### src/ansi_sgr_escape_parser_assert.svh
// assertion macros for the sgr escape parser
// used by ansi_sgr_escape_parser.sv, needs a clock and a reset in scope
`ifndef ANSI_SGR_ESCAPE_PARSER_ASSERT_SVH
`define ANSI_SGR_ESCAPE_PARSER_ASSERT_SVH

// condition holds in the same cycle
`define ASEP_ASSERT_NOW(label, ante, cons, msg) \
   label: assert property (@(posedge clock) disable iff (reset) (ante) |-> (cons)) \
      else $error(msg);

// condition holds in the following cycle
`define ASEP_ASSERT_NEXT(label, ante, cons, msg) \
   label: assert property (@(posedge clock) disable iff (reset) (ante) |=> (cons)) \
      else $error(msg);

`endif

### src/asep_pkg.sv
// types and constants of the sgr escape parser
// no dependencies
package asep_pkg;

   localparam int CHAR_W  = 21;
   localparam int CODE_W  = 8;
   localparam int FG_W    = 5;
   localparam int BG_W    = 4;
   localparam int ATTR_W  = 13;
   localparam int REQ_DW  = 24;
   localparam int RSP_DW  = 48;
   localparam int CSR_AW  = 3;
   localparam int CSR_DW  = 32;

   typedef enum logic [1:0] {
      MODE_TEXT    = 2'd0,
      MODE_ESC     = 2'd1,
      MODE_PARAM   = 2'd2,
      MODE_AFTER_M = 2'd3
   } mode_type;

   localparam logic [CHAR_W-1:0] CH_ESC       = CHAR_W'(27);
   localparam logic [CHAR_W-1:0] CH_LBRACKET  = CHAR_W'(91);
   localparam logic [CHAR_W-1:0] CH_RBRACKET  = CHAR_W'(93);
   localparam logic [CHAR_W-1:0] CH_SEMICOLON = CHAR_W'(59);
   localparam logic [CHAR_W-1:0] CH_M         = CHAR_W'(109);
   localparam logic [CHAR_W-1:0] CH_DIGIT_0   = CHAR_W'(48);
   localparam logic [CHAR_W-1:0] CH_DIGIT_9   = CHAR_W'(57);

   localparam logic [CODE_W-1:0] SGR_RESET      = 8'd0;
   localparam logic [CODE_W-1:0] SGR_BOLD       = 8'd1;
   localparam logic [CODE_W-1:0] SGR_ITALIC     = 8'd3;
   localparam logic [CODE_W-1:0] SGR_UNDERLINE  = 8'd4;
   localparam logic [CODE_W-1:0] SGR_BLINK_SLOW = 8'd5;
   localparam logic [CODE_W-1:0] SGR_BLINK_FAST = 8'd6;
   localparam logic [CODE_W-1:0] SGR_INVERSE    = 8'd7;
   localparam logic [CODE_W-1:0] SGR_CROSSED    = 8'd9;
   localparam logic [CODE_W-1:0] SGR_BOLD_OFF_A = 8'd21;
   localparam logic [CODE_W-1:0] SGR_BOLD_OFF_B = 8'd22;
   localparam logic [CODE_W-1:0] SGR_ITALIC_OFF = 8'd23;
   localparam logic [CODE_W-1:0] SGR_UNDER_OFF  = 8'd24;
   localparam logic [CODE_W-1:0] SGR_BLINK_OFF  = 8'd25;
   localparam logic [CODE_W-1:0] SGR_INV_OFF    = 8'd27;
   localparam logic [CODE_W-1:0] SGR_CROSS_OFF  = 8'd29;
   localparam logic [CODE_W-1:0] SGR_FG_FIRST   = 8'd30;
   localparam logic [CODE_W-1:0] SGR_FG_LAST    = 8'd37;
   localparam logic [CODE_W-1:0] SGR_FG_DEFAULT = 8'd39;
   localparam logic [CODE_W-1:0] SGR_BG_FIRST   = 8'd40;
   localparam logic [CODE_W-1:0] SGR_BG_LAST    = 8'd47;
   localparam logic [CODE_W-1:0] SGR_BG_DEFAULT = 8'd49;
   localparam logic [CODE_W-1:0] CODE_SAT       = 8'd255;
   localparam logic [CODE_W-1:0] CODE_LIMIT_RST = 8'd50;

   localparam logic [FG_W-1:0] FG_NORMAL_BASE = 5'd1;
   localparam logic [FG_W-1:0] FG_BOLD_BASE   = 5'd9;
   localparam logic [FG_W-1:0] FG_DEFAULT     = 5'd17;
   localparam logic [FG_W-1:0] FG_MAX         = 5'd17;
   localparam logic [BG_W-1:0] BG_BASE        = 4'd1;
   localparam logic [BG_W-1:0] BG_DEFAULT     = 4'd9;
   localparam logic [BG_W-1:0] BG_MAX         = 4'd9;

   localparam logic [ATTR_W-1:0] A_BOLD_ON    = 13'h0001;
   localparam logic [ATTR_W-1:0] A_BOLD_OFF   = 13'h0002;
   localparam logic [ATTR_W-1:0] A_ITAL_ON    = 13'h0004;
   localparam logic [ATTR_W-1:0] A_ITAL_OFF   = 13'h0008;
   localparam logic [ATTR_W-1:0] A_UND_ON     = 13'h0010;
   localparam logic [ATTR_W-1:0] A_UND_OFF    = 13'h0020;
   localparam logic [ATTR_W-1:0] A_BLINK_SLOW = 13'h0040;
   localparam logic [ATTR_W-1:0] A_BLINK_FAST = 13'h0080;
   localparam logic [ATTR_W-1:0] A_BLINK_OFF  = 13'h0100;
   localparam logic [ATTR_W-1:0] A_INV_ON     = 13'h0200;
   localparam logic [ATTR_W-1:0] A_INV_OFF    = 13'h0400;
   localparam logic [ATTR_W-1:0] A_CROSS_ON   = 13'h0800;
   localparam logic [ATTR_W-1:0] A_CROSS_OFF  = 13'h1000;

   localparam logic [CSR_AW-1:0] REG_CODE_LIMIT = 3'd0;

endpackage

### src/ansi_sgr_escape_parser.sv
// sgr escape parser top level: decode of one character per beat, state and result register
// depends on asep_pkg and ansi_sgr_escape_parser_assert.svh
//
//   channel  dir   beat contents
//   req_     in    tdata: char_code; tuser: start_of_text
//   rsp_     out   tdata: glyph, fg_color, bg_color, attributes
//   csr_     apb   code_limit at byte address 0
//
// one character per cycle unless rsp stalls: one decode step from state to result register
// a plain character shows on rsp the cycle after its req beat; others give no beat
// reset: parser in text mode, colors and marks cleared, code_limit 50
// req_tready stays high while the result register is empty or being drained
module ansi_sgr_escape_parser (
   input  logic                          clock,
   input  logic                          reset,
   input  logic                          req_tvalid,
   output logic                          req_tready,
   input  logic [asep_pkg::REQ_DW-1:0]   req_tdata,   // [20:0] char_code, rest zero
   input  logic                          req_tuser,   // [0] start_of_text
   output logic                          rsp_tvalid,
   input  logic                          rsp_tready,
   // [20:0] glyph, [25:21] fg_color, [29:26] bg_color, [42:30] attributes, rest zero
   output logic [asep_pkg::RSP_DW-1:0]   rsp_tdata,
   input  logic                          csr_psel,
   input  logic                          csr_penable,
   input  logic                          csr_pwrite,
   input  logic [asep_pkg::CSR_AW-1:0]   csr_paddr,
   input  logic [asep_pkg::CSR_DW-1:0]   csr_pwdata,
   output logic [asep_pkg::CSR_DW-1:0]   csr_prdata,
   output logic                          csr_pready
);
   import asep_pkg::*;
   `include "ansi_sgr_escape_parser_assert.svh"

   logic [CODE_W-1:0] code_limit_ff;
   mode_type          mode_ff, mode_in, cur_mode;
   logic [CODE_W-1:0] code_ff, code_in, cur_code;
   logic              done_ff, done_in, cur_done;
   logic              bold_ff, bold_in, cur_bold;
   logic [FG_W-1:0]   fg_ff, fg_in, cur_fg;
   logic [BG_W-1:0]   bg_ff, bg_in, cur_bg;
   logic [ATTR_W-1:0] attr_ff, attr_in, cur_attr;

   logic              rsp_valid_ff, rsp_valid_in;
   logic [RSP_DW-1:0] rsp_data_ff, rsp_data_in;

   logic [CHAR_W-1:0] ch;
   logic              req_fire, csr_write;
   logic              text_path, apply_req, abort, emit, is_digit;
   logic [11:0]       digit_sum;

   assign ch        = req_tdata[CHAR_W-1:0];
   assign req_fire  = req_tvalid && req_tready;
   assign req_tready = !rsp_valid_ff || rsp_tready;
   assign csr_pready = 1'b1;
   assign csr_write = csr_psel && csr_penable && csr_pwrite && csr_pready;
   assign csr_prdata = (csr_paddr[CSR_AW-1:2] == REG_CODE_LIMIT[CSR_AW-1:2])
                       ? CSR_DW'(code_limit_ff) : '0;

   // start of text clears the state seen by this character
   always_comb begin
      if (req_tuser) begin
         cur_mode = MODE_TEXT;
         cur_code = '0;
         cur_done = 1'b0;
         cur_bold = 1'b0;
         cur_fg   = '0;
         cur_bg   = '0;
         cur_attr = '0;
      end else begin
         cur_mode = mode_ff;
         cur_code = code_ff;
         cur_done = done_ff;
         cur_bold = bold_ff;
         cur_fg   = fg_ff;
         cur_bg   = bg_ff;
         cur_attr = attr_ff;
      end
   end

   assign abort     = cur_code >= code_limit_ff;
   assign is_digit  = (ch >= CH_DIGIT_0) && (ch <= CH_DIGIT_9);
   assign digit_sum = {4'd0, cur_code} * 12'd10 + {8'd0, ch[3:0]};

   // next state
   always_comb begin
      mode_in   = cur_mode;
      code_in   = cur_code;
      done_in   = cur_done;
      bold_in   = cur_bold;
      fg_in     = cur_fg;
      bg_in     = cur_bg;
      attr_in   = cur_attr;
      text_path = 1'b0;
      apply_req = 1'b0;
      case (cur_mode)
         MODE_ESC: begin
            if (ch == CH_LBRACKET) begin
               mode_in = MODE_PARAM;
               code_in = '0;
               done_in = 1'b0;
            end else begin
               text_path = 1'b1;
            end
         end
         MODE_PARAM: begin
            if (ch == CH_SEMICOLON) begin
               apply_req = 1'b1;
               mode_in   = abort ? MODE_TEXT : MODE_PARAM;
            end else if (ch == CH_M) begin
               apply_req = 1'b1;
               mode_in   = MODE_AFTER_M;
            end else if (ch == CH_RBRACKET) begin
               apply_req = 1'b1;
               mode_in   = MODE_TEXT;
            end else if (is_digit) begin
               if (!cur_done) begin
                  code_in = (digit_sum > 12'(CODE_SAT)) ? CODE_SAT : digit_sum[CODE_W-1:0];
               end
            end else begin
               done_in = 1'b1;
            end
         end
         MODE_AFTER_M: begin
            if (ch == CH_RBRACKET) begin
               mode_in = MODE_TEXT;
            end else begin
               text_path = 1'b1;
            end
         end
         default: begin
            text_path = 1'b1;
         end
      endcase

      if (text_path) begin
         mode_in = MODE_TEXT;
         if (ch == CH_ESC) begin
            mode_in = MODE_ESC;
            bold_in = 1'b0;
         end
      end

      if (apply_req) begin
         code_in = '0;
         done_in = 1'b0;
         if (!abort) begin
            case (cur_code) inside
               SGR_RESET: begin
                  fg_in   = '0;
                  bg_in   = '0;
                  attr_in = '0;
                  bold_in = 1'b0;
               end
               SGR_BOLD: begin
                  attr_in = (cur_attr & ~A_BOLD_OFF) | A_BOLD_ON;
                  bold_in = 1'b1;
               end
               SGR_ITALIC:     attr_in = (cur_attr & ~A_ITAL_OFF) | A_ITAL_ON;
               SGR_UNDERLINE:  attr_in = (cur_attr & ~A_UND_OFF) | A_UND_ON;
               SGR_BLINK_SLOW: attr_in = (cur_attr & ~A_BLINK_OFF) | A_BLINK_SLOW;
               SGR_BLINK_FAST: attr_in = (cur_attr & ~A_BLINK_OFF) | A_BLINK_FAST;
               SGR_INVERSE:    attr_in = (cur_attr & ~A_INV_OFF) | A_INV_ON;
               SGR_CROSSED:    attr_in = (cur_attr & ~A_CROSS_OFF) | A_CROSS_ON;
               SGR_BOLD_OFF_A, SGR_BOLD_OFF_B: begin
                  attr_in = (cur_attr & ~A_BOLD_ON) | A_BOLD_OFF;
                  bold_in = 1'b0;
               end
               SGR_ITALIC_OFF: attr_in = (cur_attr & ~A_ITAL_ON) | A_ITAL_OFF;
               SGR_UNDER_OFF:  attr_in = (cur_attr & ~A_UND_ON) | A_UND_OFF;
               SGR_BLINK_OFF: begin
                  attr_in = (cur_attr & ~(A_BLINK_SLOW | A_BLINK_FAST)) | A_BLINK_OFF;
               end
               SGR_INV_OFF:    attr_in = (cur_attr & ~A_INV_ON) | A_INV_OFF;
               SGR_CROSS_OFF:  attr_in = (cur_attr & ~A_CROSS_ON) | A_CROSS_OFF;
               [SGR_FG_FIRST:SGR_FG_LAST]: begin
                  if (cur_bold) begin
                     attr_in = cur_attr & ~A_BOLD_ON;
                     fg_in   = FG_BOLD_BASE + FG_W'(cur_code - SGR_FG_FIRST);
                  end else begin
                     fg_in   = FG_NORMAL_BASE + FG_W'(cur_code - SGR_FG_FIRST);
                  end
               end
               SGR_FG_DEFAULT: fg_in = FG_DEFAULT;
               [SGR_BG_FIRST:SGR_BG_LAST]: bg_in = BG_BASE + BG_W'(cur_code - SGR_BG_FIRST);
               SGR_BG_DEFAULT: bg_in = BG_DEFAULT;
               default: ;
            endcase
         end
      end
   end

   // result
   always_comb begin
      emit        = text_path && (ch != CH_ESC);
      rsp_data_in = {5'd0, cur_attr, cur_bg, cur_fg, ch};
      if (req_fire) begin
         rsp_valid_in = emit;
      end else if (rsp_tready) begin
         rsp_valid_in = 1'b0;
      end else begin
         rsp_valid_in = rsp_valid_ff;
      end
   end

   always_ff @(posedge clock) begin
      if (reset) begin
         code_limit_ff <= CODE_LIMIT_RST;
         mode_ff       <= MODE_TEXT;
         code_ff       <= '0;
         done_ff       <= 1'b0;
         bold_ff       <= 1'b0;
         fg_ff         <= '0;
         bg_ff         <= '0;
         attr_ff       <= '0;
         rsp_valid_ff  <= 1'b0;
      end else begin
         if (csr_write && csr_paddr[CSR_AW-1:2] == REG_CODE_LIMIT[CSR_AW-1:2]) begin
            code_limit_ff <= csr_pwdata[CODE_W-1:0];
         end
         if (req_fire) begin
            mode_ff <= mode_in;
            code_ff <= code_in;
            done_ff <= done_in;
            bold_ff <= bold_in;
            fg_ff   <= fg_in;
            bg_ff   <= bg_in;
            attr_ff <= attr_in;
         end
         rsp_valid_ff <= rsp_valid_in;
      end
   end

   always_ff @(posedge clock) begin
      if (req_fire && emit) begin
         rsp_data_ff <= rsp_data_in;
      end
   end

   assign rsp_tvalid = rsp_valid_ff;
   assign rsp_tdata  = rsp_data_ff;

   `ASEP_ASSERT_NOW(a_esc_clears_bold, mode_ff == MODE_ESC, !bold_ff, "bold flag set after escape")
   `ASEP_ASSERT_NOW(a_color_range, 1'b1, fg_ff <= FG_MAX && bg_ff <= BG_MAX, "color out of range")
   `ASEP_ASSERT_NOW(a_mark_pairs, 1'b1, !(attr_ff[0] && attr_ff[1]) && !(attr_ff[6] && attr_ff[8]), "on and off marks both set")
   `ASEP_ASSERT_NEXT(a_esc_enters, req_fire && text_path && ch == CH_ESC, mode_ff == MODE_ESC, "escape not taken")
   `ASEP_ASSERT_NEXT(a_emit_shows, req_fire && emit, rsp_valid_ff && rsp_data_ff[CHAR_W-1:0] == $past(ch), "plain character lost")

endmodule
### config.mk
export PLATFORM = sky130hd
export DESIGN_NAME = ansi_sgr_escape_parser
export DESIGN_NICKNAME = d
export VERILOG_FILES = /design/src/asep_pkg.sv /design/src/ansi_sgr_escape_parser.sv
export VERILOG_INCLUDE_DIRS = /design/src /design/src/src
export SDC_FILE = /design/constraint.sdc
export NUM_CORES = 1
export LEC_CHECK = 0
export ABC_AREA = 1
export BUFFER_PORTS_ARGS = -buffer_cell sky130_fd_sc_hd__clkbuf_2
export CORE_ASPECT_RATIO = 1.4
export CORE_MARGIN = 5
export CORE_UTILIZATION = 49
export CTS_CLUSTER_DIAMETER = 100
export DETAILED_ROUTE_END_ITERATION = 8
export PLACE_DENSITY_LB_ADDON = 0.25
export SETUP_SLACK_MARGIN = 0.2
export SLEW_MARGIN = 20
export SYNTH_ARGS = -nofsm -noshare
export SYNTH_HDL_FRONTEND = slang
export SYNTH_SLANG_ARGS = --single-unit
### constraint.sdc
create_clock -name clock -period 2.47 [get_ports clock]
set_input_delay 0 -clock clock [delete_from_list [all_inputs] [get_ports clock]]
set_output_delay 0 -clock clock [all_outputs]
set_load 0.05 [all_outputs]
==> metrics.txt <==
path class of the lowest-slack min-delay path=input pin to register; Relative slew margins=60.8%; Yosys warning total=0; IO Count=150; global-route wire length before repair=26.1 mm; worst setup skew after layout=0.0105 ns; arrival time at the worst endpoint=2.70 ns; Worst Tran Pin Value=0.588 ns; Bufs on Longest Clock Path=2; total detailed-routing wirelength=16.4 mm; Filler Cell Count=1,062; antenna violations before repair=0; number of buffers inserted by port buffering=90; sequential-to-total area share from yosys stat=36.6%; required time worst endpoint=2.70 ns; cells along the critical path=nand2_8, inv_4, nor2_2, nor2_1, ha_4, fa_2, nand4_1, nor2_1, nor2_1, nor2_2, buf_4, nand3_2, nand2_1, nand2_1, nand2_1, a21oi_2; internal portion of total power=2.51 mW; maximum vdd ir drop=0.000382 V; final estimated routing congestion in global placement=0.937; filler-free cell count of the finished design=1,128; floorplan row count=47; kind of end point of the critical path=register; instance area after placement=6760 sq um; count of maximum capacitance violations=0; pin count of the biggest net entering global routing=35; layout overhead on the synthesized area=32.3%; DRT antenna net count=0; WL per Instance=14.5 um; power density relative to cell area=461 nW/um^2; die area=14,300 sq um; DR DRC count=0; upper clock frequency limit=0.405 GHz; Seq pwr share=44.3%; Starting DRT DRC Count=284; Cell Area, Synth=5880 sq um; Switching Share=30.2%; clock root cell=clkbuf_16; final net count=1,072; Diodes inserted=0; NetSw=1.08 mW; part of the power in the clock network=38.2%; critical setup path kind=register to register; least setup slack across all paths after layout=-0.00208 ns; run status=complete, but fails checks; Horiz. Die Dim=103 um; critical-path maximum fanout=4; register clock-pin slew on the reported worst setup and hold paths=0.07 ns; synthesized netlist cell count=797; number of placed instances with taps included=1,063; final clock period utilization by the worst path=100%; unrepaired setup endpoints after global routing=true; hold slack final=0.0974 ns; total number of vias=5,853; post-detailed-route via-to-cell ratio=5.19; number of search-and-repair iterations in the first detailed-routing pass=5; total negative slack for setup checks=-0.00208 ns; leakage dissipation=3.73 nW; clk sink count=86; TritonCTS clock tree=built; Final Max Tran Viols=0; final setup violation count=1; clock latency of the later-clocked register in the worst-skew pair=0.35 ns; number of buffers added by the clock tree synthesis step=9; count of endpoints failing hold in the final timing report=0; core area=11,800 sq um; proportion of layout cells with a drive suffix above 1=29.5%; overall die height=140 um; global-route usage over all layers=22.8%; fin area=7780 sq um; average instance area after synthesis=7.38 sq um; Final HPWL DP=12.1 mm; count of unique library cells instantiated by Yosys=45; post-synthesis register bit count=86; logic gate share of total power=17.5%; Startpoint Class=register; number of levels the H-tree was split into=3; violations in the final reports=setup timing; largest incremental delay on the critical path=0.57 ns; GRT Residual Overflow=0; post-place setup slack=0.0197 ns; number of global-route vias before repair=5,562; initial core utilization=49.8%; critical path's slowest cell=fa_2; Tmin final=2.47 ns
-- flip-flops by register name, summed over array words and instances, names as in the netlist --
name           count
done_ff            1
attr_ff           13
rsp_tdata         43
rsp_tvalid         1
code_ff            8
fg_ff              5
mode_ff            2
bg_ff              4
code_limit_ff      8
bold_ff            1
-- kinds of logic after synthesis --
family / share of synthesized area (%)
other cells: 0.128
compound gates: 13.1
simple gates: 30.9
flops: 36.6
fa+ha+maj: 6.43
buf+inv: 12.0
xor+xnor: 0.894
-- per-stage QoR --
stage               total power [mW]  util (%)
floorplan                       2.10         -
detailed placement              2.20      57.2
global placement                2.19      57.2
CTS                             3.60      62.9
global route                    3.71      65.8
finish                          3.59      65.8
-- placed cells by master (no fill, tap or decap), types with 3 or more instances in the layout --
cell,instances
a211oi_1,3
a21oi_1,62
a21oi_2,9
a31oi_1,6
buf_4,65
buf_6,5
clkbuf_16,9
clkbuf_2,90
conb_1,30
dfxtp_1,36
dfxtp_2,4
dfxtp_4,3
dlygate4sd3_1,30
edfxtp_1,43
ha_1,20
ha_4,5
inv_1,81
inv_2,7
inv_4,3
inv_6,3
nand2_1,179
nand2_2,11
nand2_4,6
nand3_1,40
nand3_2,15
nand3_4,3
nand3b_1,3
nand4_1,10
nor2_1,70
nor2_2,14
nor2_4,13
nor2_8,3
nor3_1,13
o211ai_1,7
o21ai_0,32
o21ai_1,15
-- final timing paths --
path | from | end | slack (ns) | cells past startpoint
setup / recovery | code_ff[1] | code_ff[4] | -0.002 | 16
hold / removal | req_tvalid | code_ff[0] | 0.1 | 4
setup reg to reg | code_ff[1] | code_ff[4] | -0.002 | 16
hold reg to reg | attr_ff[3] | attr_ff[3] | 0.46 | 2
-- synthesized netlist by cell type, drive strengths merged --
library cell | n | area, sq um
a211oi | 3 | 22.5
xnor2 | 3 | 26.3
dfxtp | 43 | 861
a32o | 1 | 10.0
fa | 2 | 40.0
or2 | 2 | 12.5
buf | 38 | 294
nor2 | 100 | 477
a31oi | 6 | 37.5
edfxtp | 43 | 1290
and3 | 1 | 6.26
a21oi | 71 | 367
nand3b | 3 | 22.5
nor4 | 1 | 6.26
conb | 2 | 7.51
nand3 | 58 | 358
xor2 | 3 | 26.3
nor3 | 16 | 85.1
inv | 93 | 354
clkbuf | 14 | 52.6
nand4 | 10 | 62.6
o21ai | 48 | 240
o211ai | 9 | 77.6
a21o | 1 | 7.51
o21a | 1 | 7.51
clkinv | 1 | 3.75
nand2 | 197 | 787
ha | 27 | 338
-- power by group through the flow --
| stage | combinational, mW | sequential (mW) | clock [mW] |
|---|---|---|---|
| 6_report | 0.628 | 1.59 | 1.37 |
| 5_1_grt | 0.670 | 1.59 | 1.45 |
| 4_1_cts | 0.615 | 1.59 | 1.40 |
| 3_5_place_dp | 0.576 | 1.62 | 0 |
| 3_3_place_gp | 0.570 | 1.62 | 0 |
| 2_1_floorplan | 0.316 | 1.79 | 0 |
-- layer usage --
| layer | vias up | GRT usage, % | part of all wire [%] |
|---|---|---|---|
| li1 | 2930 | - | - |
| met1 | 2703 | 25.8 | 38 |
| met2 | 170 | 41.0 | 53 |
| met3 | 50 | 3.76 | 4.5 |
| met4 | 0 | 9.88 | 3.8 |
| met5 | - | 0 | 0 |
-- repair_timing --
action	in CTS	in global routing
hold endpoints to repair	30	0
resized for setup	12	53
buffers inserted	5	14
setup endpoints to repair	10	65
pin swaps	3	28
hold buffers	30	0
-- worst max-delay path, delay by kind of cell (launching register included) --
kind / cells / cell delay (ns)
and+or+nand+nor: 11 / 0.97
adders and majority gates: 2 / 0.73
DFF: 1 / 0.37
buffers and inverters: 2 / 0.20
AOI/OAI and AO/OA: 1 / 0.05
-- cell type report --
cell class	count	area (sq um)	share of cell area (%)
multi-input cells	593	3430	44.1
flip-flops and latches	86	2170	27.9
repair buffers	192	1330	17.1
clock buffers	9	225	2.89
well taps	147	184	2.36
clock inverters	7	72.6	0.933
inverters	94	369	4.74
Note: power is estimated with default switching activity, not from simulation.
